$ cat config.mk
export PLATFORM = sky130hd
export DESIGN_NAME = dyadic_pattern_matrix_multiply_flat
export DESIGN_NICKNAME = d
export VERILOG_FILES = /design/src/rtl/dpmm_pkg.sv /design/src/rtl/dpmm_in_if.sv /design/src/rtl/dpmm_out_if.sv /design/src/rtl/dyadic_pattern_matrix_multiply.sv /design/src/flat_wrapper.sv
export SDC_FILE = /design/constraint.sdc
export NUM_CORES = 2
export LEC_CHECK = 0
export BUFFER_PORTS_ARGS = -buffer_cell sky130_fd_sc_hd__buf_2
export CAP_MARGIN = 20
export CORE_ASPECT_RATIO = 1.5
export CORE_MARGIN = 5
export CORE_UTILIZATION = 40
export CTS_CLUSTER_SIZE = 20
export DETAILED_ROUTE_END_ITERATION = 7
export PLACE_DENSITY = 0.58
export SETUP_SLACK_MARGIN = 0.05
export SKIP_CTS_REPAIR_TIMING = 1
export SYNTH_ARGS = -nofsm -noshare
export SYNTH_HDL_FRONTEND = slang
export SYNTH_SLANG_ARGS = --single-unit
$ cat constraint.sdc
create_clock -name clk -period 6.6 [get_ports clk]
set_input_delay 0.33 -clock clk [delete_from_list [all_inputs] [get_ports clk]]
set_output_delay 0.33 -clock clk [all_outputs]
set_load 0.02 [all_outputs]
$ cat src/rtl/dpmm_pkg.sv
// Shared widths, constants and sequencer state type for the dyadic pattern multiply.
`default_nettype none

package dpmm_pkg;

    localparam int IDX_W   = 5;    // element index width
    localparam int ELEM_W  = 16;   // operand element width
    localparam int PROD_W  = 32;   // width of one product
    localparam int VAL_W   = 37;   // result element width
    localparam int LG_W    = 3;    // length_log2 register width
    localparam int CNT_W   = 6;    // counter able to hold the largest length
    localparam int LG_HARD_MAX = 5;

    localparam logic [LG_W-1:0] LG_RESET = 3'd2;
    localparam logic [LG_W-1:0] LG_MIN   = 3'd1;

    typedef enum logic [1:0] {
        ST_IDLE,
        ST_RUN,
        ST_EMIT
    } state_t;

endpackage

`default_nettype wire

$ cat src/rtl/dpmm_in_if.sv
// Input channel: one element pair per transaction, with its index and the last mark.
`default_nettype none

interface dpmm_in_if;
    import dpmm_pkg::*;

    logic                     valid;
    logic                     ready;
    logic [IDX_W-1:0]         elem_index;
    logic signed [ELEM_W-1:0] a_elem;
    logic signed [ELEM_W-1:0] b_elem;
    logic                     load_done;

    modport source (output valid, output elem_index, output a_elem, output b_elem,
                    output load_done, input ready);
    modport sink   (input valid, input elem_index, input a_elem, input b_elem,
                    input load_done, output ready);
endinterface

`default_nettype wire

$ cat src/rtl/dpmm_out_if.sv
// Output channel: one result element per transaction.
`default_nettype none

interface dpmm_out_if;
    import dpmm_pkg::*;

    logic                    valid;
    logic                    ready;
    logic [IDX_W-1:0]        out_index;
    logic signed [VAL_W-1:0] out_value;
    logic                    out_last;

    modport source (output valid, output out_index, output out_value, output out_last,
                    input ready);
    modport sink   (input valid, input out_index, input out_value, input out_last,
                    output ready);
endinterface

`default_nettype wire

$ cat src/rtl/dyadic_pattern_matrix_multiply.sv
// Top level: element stores and a shared multiply-accumulate computing the XOR convolution.
`default_nettype none

// The block takes one element pair per cycle while idle into its a and b stores, each transaction
// writing entry elem_index modulo L, where L = 2**length_log2 (clamped to 1..5 and to
// MAX_LEN). The transaction marked load_done also writes, then starts the run: the block
// drops ready and emits L results c[m] = sum_i a[i]*b[i^m] in index order, out_last on
// m = L-1. The run is serial: each result also waits for its output handshake, and a single
// multiply-accumulate unit, fed by one read port on each store, forms every product in turn.
// Stores are not cleared; entries persist across runs. The user must write length_log2 only
// while the block is idle; the block itself does not enforce this.
module dyadic_pattern_matrix_multiply #(
    parameter int MAX_LEN = 32
) (
    input  wire                        clk,
    input  wire                        rst_n,
    input  wire                        cfg_we,
    input  wire [dpmm_pkg::LG_W-1:0]   cfg_data,
    dpmm_in_if.sink                    in_ch,
    dpmm_out_if.source                 out_ch
);
    import dpmm_pkg::*;

    localparam int AW        = (MAX_LEN > 1) ? $clog2(MAX_LEN) : 1;
    localparam int LG_FLOOR  = $clog2(MAX_LEN + 1) - 1;
    localparam int LG_MAX_I  = (LG_FLOOR < LG_HARD_MAX) ? LG_FLOOR : LG_HARD_MAX;
    localparam logic [LG_W-1:0] LG_MAX = LG_W'(LG_MAX_I);

    logic [LG_W-1:0]          length_log2_reg;
    logic [LG_W-1:0]          eff_lg;
    logic [CNT_W-1:0]         len_cnt;
    logic [IDX_W-1:0]         idx_mask;

    state_t                   state_reg, state_next;
    logic [CNT_W-1:0]         i_reg, i_next;
    logic [IDX_W-1:0]         m_reg, m_next;
    logic                     rd_vld_reg, mul_vld_reg;
    logic                     issue, acc_clr, in_accept, last_elem;

    logic signed [ELEM_W-1:0] a_mem [MAX_LEN];
    logic signed [ELEM_W-1:0] b_mem [MAX_LEN];
    logic signed [ELEM_W-1:0] a_q_reg, b_q_reg;
    logic signed [PROD_W-1:0] prod_reg;
    logic signed [VAL_W-1:0]  acc_reg;
    logic [AW-1:0]            wr_addr, a_addr, b_addr;

    // Configuration register
    always_ff @(posedge clk or negedge rst_n)
    begin
        if (!rst_n)
        begin
            length_log2_reg <= LG_RESET;
        end
        else if (cfg_we)
        begin
            length_log2_reg <= cfg_data;
        end
    end

    always_comb
    begin
        priority if (length_log2_reg < LG_MIN)
        begin
            eff_lg = LG_MIN;
        end
        else if (length_log2_reg > LG_MAX)
        begin
            eff_lg = LG_MAX;
        end
        else
        begin
            eff_lg = length_log2_reg;
        end
    end

    assign len_cnt   = CNT_W'(1) << eff_lg;
    assign idx_mask  = IDX_W'(len_cnt - CNT_W'(1));
    assign last_elem = (m_reg == idx_mask);

    assign in_ch.ready = (state_reg == ST_IDLE);
    assign in_accept   = in_ch.valid && in_ch.ready;

    assign issue   = (state_reg == ST_RUN) && (i_reg != len_cnt);
    assign wr_addr = AW'(in_ch.elem_index & idx_mask);
    assign a_addr  = AW'(i_reg[IDX_W-1:0]);
    assign b_addr  = AW'(i_reg[IDX_W-1:0] ^ m_reg);

    // Element stores: one write port, one registered read port each
    always_ff @(posedge clk)
    begin
        if (in_accept)
        begin
            a_mem[wr_addr] <= in_ch.a_elem;
            b_mem[wr_addr] <= in_ch.b_elem;
        end
        a_q_reg <= a_mem[a_addr];
        b_q_reg <= b_mem[b_addr];
    end

    // Shared multiply-accumulate
    always_ff @(posedge clk)
    begin
        prod_reg <= a_q_reg * b_q_reg;
        if (acc_clr)
        begin
            acc_reg <= '0;
        end
        else if (mul_vld_reg)
        begin
            acc_reg <= acc_reg + VAL_W'(prod_reg);
        end
    end

    always_ff @(posedge clk or negedge rst_n)
    begin
        if (!rst_n)
        begin
            state_reg   <= ST_IDLE;
            i_reg       <= '0;
            m_reg       <= '0;
            rd_vld_reg  <= 1'b0;
            mul_vld_reg <= 1'b0;
        end
        else
        begin
            state_reg   <= state_next;
            i_reg       <= i_next;
            m_reg       <= m_next;
            rd_vld_reg  <= issue;
            mul_vld_reg <= rd_vld_reg;
        end
    end

    always_comb
    begin
        state_next = state_reg;
        i_next     = i_reg;
        m_next     = m_reg;
        acc_clr    = 1'b0;
        unique case (state_reg)
            ST_IDLE:
            begin
                if (in_ch.valid && in_ch.load_done)
                begin
                    state_next = ST_RUN;
                    i_next     = '0;
                    m_next     = '0;
                    acc_clr    = 1'b1;
                end
            end
            ST_RUN:
            begin
                if (issue)
                begin
                    i_next = i_reg + CNT_W'(1);
                end
                else if (!rd_vld_reg && !mul_vld_reg)
                begin
                    state_next = ST_EMIT;
                end
            end
            ST_EMIT:
            begin
                if (out_ch.ready)
                begin
                    if (last_elem)
                    begin
                        state_next = ST_IDLE;
                    end
                    else
                    begin
                        state_next = ST_RUN;
                        m_next     = m_reg + IDX_W'(1);
                        i_next     = '0;
                        acc_clr    = 1'b1;
                    end
                end
            end
            default:
            begin
                state_next = ST_IDLE;
            end
        endcase
    end

    // Hold the finished sum until the transaction completes
    assign out_ch.valid     = (state_reg == ST_EMIT);
    assign out_ch.out_index = m_reg;
    assign out_ch.out_value = acc_reg;
    assign out_ch.out_last  = last_elem;

endmodule

`default_nettype wire

$ cat src/flat_wrapper.sv
// flat-port wrapper written by rule: the top's interface ports become plain ports
module dyadic_pattern_matrix_multiply_flat import dpmm_pkg::*;
#(
    parameter int MAX_LEN = 32
)
  (clk, rst_n, cfg_we, cfg_data, in_ch_valid, in_ch_elem_index, in_ch_a_elem, in_ch_b_elem, in_ch_load_done, in_ch_ready, out_ch_valid, out_ch_out_index, out_ch_out_value, out_ch_out_last, out_ch_ready);
  dpmm_in_if in_ch_i ();
  dpmm_out_if out_ch_i ();
  input  wire clk;
  input  wire rst_n;
  input  wire cfg_we;
  input  wire [dpmm_pkg::LG_W-1:0] cfg_data;
  input wire logic [$bits(in_ch_i.valid)-1:0] in_ch_valid;
  input wire logic [$bits(in_ch_i.elem_index)-1:0] in_ch_elem_index;
  input wire logic [$bits(in_ch_i.a_elem)-1:0] in_ch_a_elem;
  input wire logic [$bits(in_ch_i.b_elem)-1:0] in_ch_b_elem;
  input wire logic [$bits(in_ch_i.load_done)-1:0] in_ch_load_done;
  output wire logic [$bits(in_ch_i.ready)-1:0] in_ch_ready;
  output wire logic [$bits(out_ch_i.valid)-1:0] out_ch_valid;
  output wire logic [$bits(out_ch_i.out_index)-1:0] out_ch_out_index;
  output wire logic [$bits(out_ch_i.out_value)-1:0] out_ch_out_value;
  output wire logic [$bits(out_ch_i.out_last)-1:0] out_ch_out_last;
  input wire logic [$bits(out_ch_i.ready)-1:0] out_ch_ready;
  assign in_ch_i.valid = in_ch_valid;
  assign in_ch_i.elem_index = in_ch_elem_index;
  assign in_ch_i.a_elem = in_ch_a_elem;
  assign in_ch_i.b_elem = in_ch_b_elem;
  assign in_ch_i.load_done = in_ch_load_done;
  assign in_ch_ready = in_ch_i.ready;
  assign out_ch_valid = out_ch_i.valid;
  assign out_ch_out_index = out_ch_i.out_index;
  assign out_ch_out_value = out_ch_i.out_value;
  assign out_ch_out_last = out_ch_i.out_last;
  assign out_ch_i.ready = out_ch_ready;
  dyadic_pattern_matrix_multiply #(.MAX_LEN(MAX_LEN)) u_core (.clk(clk), .rst_n(rst_n), .cfg_we(cfg_we), .cfg_data(cfg_data), .in_ch(in_ch_i), .out_ch(out_ch_i));
endmodule
---- Word-level counts from Yosys, hierarchy flattened ----
Memories as Yosys holds them, arrays and structs flattened. A register that Yosys moved wholly into a read port is not among the register bits.
Cells that the tools add are included.
operators by class
  add/sub/neg operators ................... 4
  multiply operators ...................... 1
  $lt $le $gt $ge ......................... 2
  equality and inequality tests ........... 10
  shift-type cells ........................ 1
  mux-type cells .......................... 23
  bitwise operators ....................... 2
  reductions and logical operators ........ 12
operators with widths
  cell                                               count
  adder 37 x 32 -> 37 bit                            1
  multiplier 16 x 16 -> 32 bit                       1
  2-to-1 mux 6 bit                                   4
  one-hot mux 6 bit (3 select lines)                 1
  2-to-1 mux 5 bit                                   3
  one-hot mux 5 bit (2 select lines)                 1
  2-to-1 mux 2 bit                                   4
  != test 2 bit (second input constant)              4
  AND reduction 4 bit                                2
  adder 6 x 1 -> 6 bit (second input constant)       1
  2-to-1 mux 1 bit                                   6
  2-to-1 mux 3 bit                                   2
  != test 6 bit                                      1
  one-hot mux 2 bit (3 select lines)                 1
  left shift 1 x 3 -> 6 bit (first input constant)   1
  adder 5 x 1 -> 5 bit (second input constant)       1
  bitwise AND 5 bit                                  1
  equality test 5 bit                                1
  AND reduction 5 bit                                1
  subtractor 5 x 1 -> 5 bit (second input constant)  1
  XOR 5 bit                                          1
  logical AND 1 bit                                  4
  != test 2 x 1 -> 1 bit (second input constant)     2
  > comparator 3 bit (second input constant)         1
  other kinds (8)                                    9
storage, ports and cells
  register bits after elaboration ......... 87
  memory bits (writable) .................. 1024
  input port bits ......................... 46
  output and inout bits ................... 45
  memories ................................ 2
memories
  memory        words  width  rd ports  clocked after memory_dff  wr ports  line                                  source
  u_core.a_mem  32     16     1         1                         1         dyadic_pattern_matrix_multiply.sv:40  logic signed [ELEM_W-1:0] a_mem [MAX_LEN];
  u_core.b_mem  32     16     1         1                         1         dyadic_pattern_matrix_multiply.sv:41  logic signed [ELEM_W-1:0] b_mem [MAX_LEN];

---- Logic depth before layout (Yosys ltp) ----
  depth in word-level cells ............... 9
  gate-level depth with buffers ........... 23
  gate-level depth less buffers ........... 21

---- Worst setup path after synthesis ----
No wires, ideal clock.
  path kind ............................... register -> register
  from .................................... register u_core.a_q_reg[7] (read register of u_core.a_mem)
  to ...................................... register u_core.prod_reg[31]
  setup time .............................. 103 ps
  data arrival time ....................... 5938 ps
  required time ........................... 6497 ps
  path slack .............................. 558 ps
  stages on the path, launching flop included .. 23
  buffers on the path ..................... 1
  cell sequence ........................... dfxtp_1 > clkbuf_1 > nand2_1 > fa_1 > inv_1 > fa_1 > inv_1 > fa_1 > inv_1 > fa_1 > fa_1 > inv_1 > fa_1 > inv_1 > ha_1 > a21o_1 > a21o_1 > a211o_1 > o211ai_2 > a211oi_2 > o41ai_4 > mux2i_1 > a2111oi_2
on the way
  cells in the longest elaborated chain, start to end .. 1
RTL lines
  item                          line                                   source
  start: declaration            dyadic_pattern_matrix_multiply.sv:42   logic signed [ELEM_W-1:0] a_q_reg, b_q_reg;
  multiplier 16 x 16 -> 32 bit  dyadic_pattern_matrix_multiply.sv:103  prod_reg <= a_q_reg * b_q_reg;
  end signal: assignment        dyadic_pattern_matrix_multiply.sv:103
  end: declaration              dyadic_pattern_matrix_multiply.sv:43   logic signed [PROD_W-1:0] prod_reg;
No other way between the ends.
A chain may end at the register's enable or synchronous reset.

---- Worst setup path after layout ----
  from .................................... register u_core.a_q_reg[4] (read register of u_core.a_mem)
  to ...................................... register u_core.prod_reg[24]
The elaborated chain is that of the path after synthesis.

==> impl_metrics.toml <==
[run_status]
status = "finished, final reports clean"

[worst_setup_path]
crit_start = "u_core.a_q_reg[4]"
cpMaxStageDelayCell = "dfxtp_1"
cpMostUsedCell = "fa_1"
critPathBufInv = 4
r2r_setup_slack_ns = 0.33
r2r-start = "u_core.a_q_reg[4]"
cp-start-kind = "register"
crit_path_end_kind = "register"
cp.arrival_ns = 6.87
worstPathMaxFanout = 12
crit_type = "register to register"
worst_path_largest_cell_delay_ns = 0.72
path_cells = "and2_1 -> fa_1 -> inv_1 -> fa_1 -> fa_1 -> fa_1 -> inv_1 -> fa_1 -> inv_1 -> fa_1 -> inv_1 -> ha_1 -> a21o_1 -> a21o_1 -> a21oi_1 -> o21ai_0 -> and2_1 -> a31oi_1 -> a311oi_1 -> xnor2_1"
path_depth = 20
cp-endpoint = "u_core.prod_reg[24]"
worstPathRequired_ns = 7.20
crit_family = "adder cells"
reg2regPathDepth = 20
r2r_end = "u_core.prod_reg[24]"

[global_routing]
grt_use_met3 = 0.0303
grtUsageMet2 = 0.355
grt.total_usage = 0.197
grt_max_degree = 92
grt_pass1_vias = 30019
use_met1 = 0.250
busiest_layer = "met2"
grt_first_pass_wirelength_mm = 207
grt_antenna_before_repair = 15
gr-total-overflow = 0

[floorplan]
start_util = 0.401
num_rows = 166
dieHeight_um = 462
die_x_um = 311
io_pins = 91
core_sq_um = 136000
die_area_sq_um = 144000

[timing]
tns_ns = 0
max_slew_margin = 0.273
fmax_mhz = 159
finClkSkew_ns = 0.0405
finalHoldViolCount = 0
holdWs_ns = 0.0671
tightest_slew_ns = 1.09
finalCriticalPeriod_ns = 6.27
layout_worst_path_cycle_share = 0.950
maxSlewViolCount = 0
setup_viol = 0
rsz0062_at_grt = "yes"

[layout]
multi_input_area_sq_um = 19900
seq_area_sq_um = 33200
nFillCells = 11798
syn_to_final_growth_pct = 12.5
fin_nets = 3825
drive_gt1_frac = 0.220

[min_path]
min_path_type = "primary input to register"
hold_path_depth = 3

[synth]
ys_ff_latch = 1143
synth-async-reset-ratio = 0.0157
yosysUniqueCellTypes = 78
synth_cells = 3223
avgSynthCellArea_sq_um = 16.9
synth_enable_flop_cells = 1024
ys_top_cells_by_area = "edfxtp_1 (56%), mux4_2 (13%), fa_1 (9.7%)"
synth_flop_cell = "edfxtp_1"
syn-cell-area_sq_um = 54500
yosysSeqAreaShare = 0.610
synthesis.nets = 3654
yosys_warnings = 0
yosys.area.top_type_share = 0.564
synth_top_cell_by_area = "edfxtp_1"

[clock_tree]
cts_buffers = 104
path_clk_slew_ns = 0.06
clock_sinks = 1143
cts_root_buf = "clkbuf_16"
clock_latency_ns = 0.74
h-tree-depth = 3
cts_tree = "built"
cts_buffer_depth = 3

[detailed_routing]
vias_per_cell = 5.47
drc_errors = 0
drtPass1Iterations = 5
dr.first_iter.drc_count = 2568
antenna_left = 0
wl_per_cell_um = 27.1
vias = 28708
wl_mm = 142

[placement]
port_buffers = 90
dp_hpwl_mm = 87.1
place_congestion = 0.904

[flow_run]
maxCapViolations = 0
==> layer usage <==
layer / up-vias / routed length [um]
met5: - / 72
met4: 10 / 3880
met3: 192 / 6860
met2: 764 / 74900
met1: 15371 / 56500
li1: 12371 / -
==> cells in the mapped netlist, types with 5 or more instances <==
cell and count:
nand2_1 200, a21o_1 26, xor2_1 20, inv_1 310, dfxtp_1 101, nor2_1 114, and2_1 129, a211oi_1 13
mux4_2 316, a31oi_1 7, or2_2 5, ha_1 122, edfxtp_1 1024, nor2b_1 11, o21a_1 11, dfrtp_1 17
nand3b_1 8, fa_1 263, clkbuf_1 80, and3_1 18, nor3_1 24, o21ai_0 38, o31ai_1 5, a21oi_1 67
nand4_1 11, mux2i_1 28, nand2b_1 8, mux2_2 31, nor4_1 5, buf_2 37, nand3_1 18, or3_1 7
a211o_1 6, o21bai_1 10, buf_1 13, xnor2_1 37
==> cells by family after synthesis <==
family,count (synthesis),synth area share
DFF,1143,0.610
muxes,376,0.142
and+or+nand+nor,576,0.0516
xor gates and xnor gates,60,0.0102
adders and majority gates,385,0.125
AOI/OAI and AO/OA,242,0.0301
buffers and inverters,441,0.0313
==> final cells by class <==
cell class              instances  area share
diodes                          3    0.000122
multi-input cells            1639       0.324
inverters                     310      0.0190
clock buffers                 131      0.0453
repair buffers                196      0.0211
clock inverters                65      0.0120
flip-flops and latches       1143       0.542
well taps                    1764      0.0360
==> worst min-delay path, stage by stage <==
cell and delay [ns]:
buf_2 0.16, a21oi_1 0.17, o32ai_1 0.08
==> through the flow <==
stage | util | cells | cell area [sq um] | setup WS, ns
2_1_floorplan | - | 3223 | 54500 | 0.558
3_3_place_gp | 0.425 | 5043 | 57700 | 0.184
3_5_place_dp | 0.425 | 5043 | 57700 | 0.188
4_1_cts | 0.450 | 5239 | 61200 | 0.208
5_1_grt | 0.451 | 5249 | 61300 | 0.0382
6_report | 0.451 | 5251 | 61300 | 0.330
==> placed cells by master (no fill, tap or decap), types with 32 or more instances in the layout <==
master and count:
a21oi_1 67, and2_1 129, buf_2 90, buf_4 95
clkbuf_16 105, dfxtp_1 93, edfxtp_1 1024, fa_1 263
ha_1 122, inv_1 310, mux4_2 316, nand2_1 200
nor2_1 82, nor2_4 32, o21ai_0 38, xnor2_1 35
==> how the worst min path moves through the flow <==
stage | from | to | slack, ns
2_1_floorplan | rst_n | u_core.i_reg[0] | 0.03
3_3_place_gp | rst_n | u_core.length_log2_reg[2] | 0.29
3_5_place_dp | rst_n | u_core.length_log2_reg[0] | 0.30
4_1_cts | rst_n | u_core.length_log2_reg[2] | -0.51
5_1_grt | in_ch_valid | u_core.state_reg[0] | 0.06
6_report | in_ch_valid | u_core.state_reg[0] | 0.07
Power is left out: the tool's default activity adds up to more than one toggle a clock period on the data nets, which glitch-free logic cannot reach.
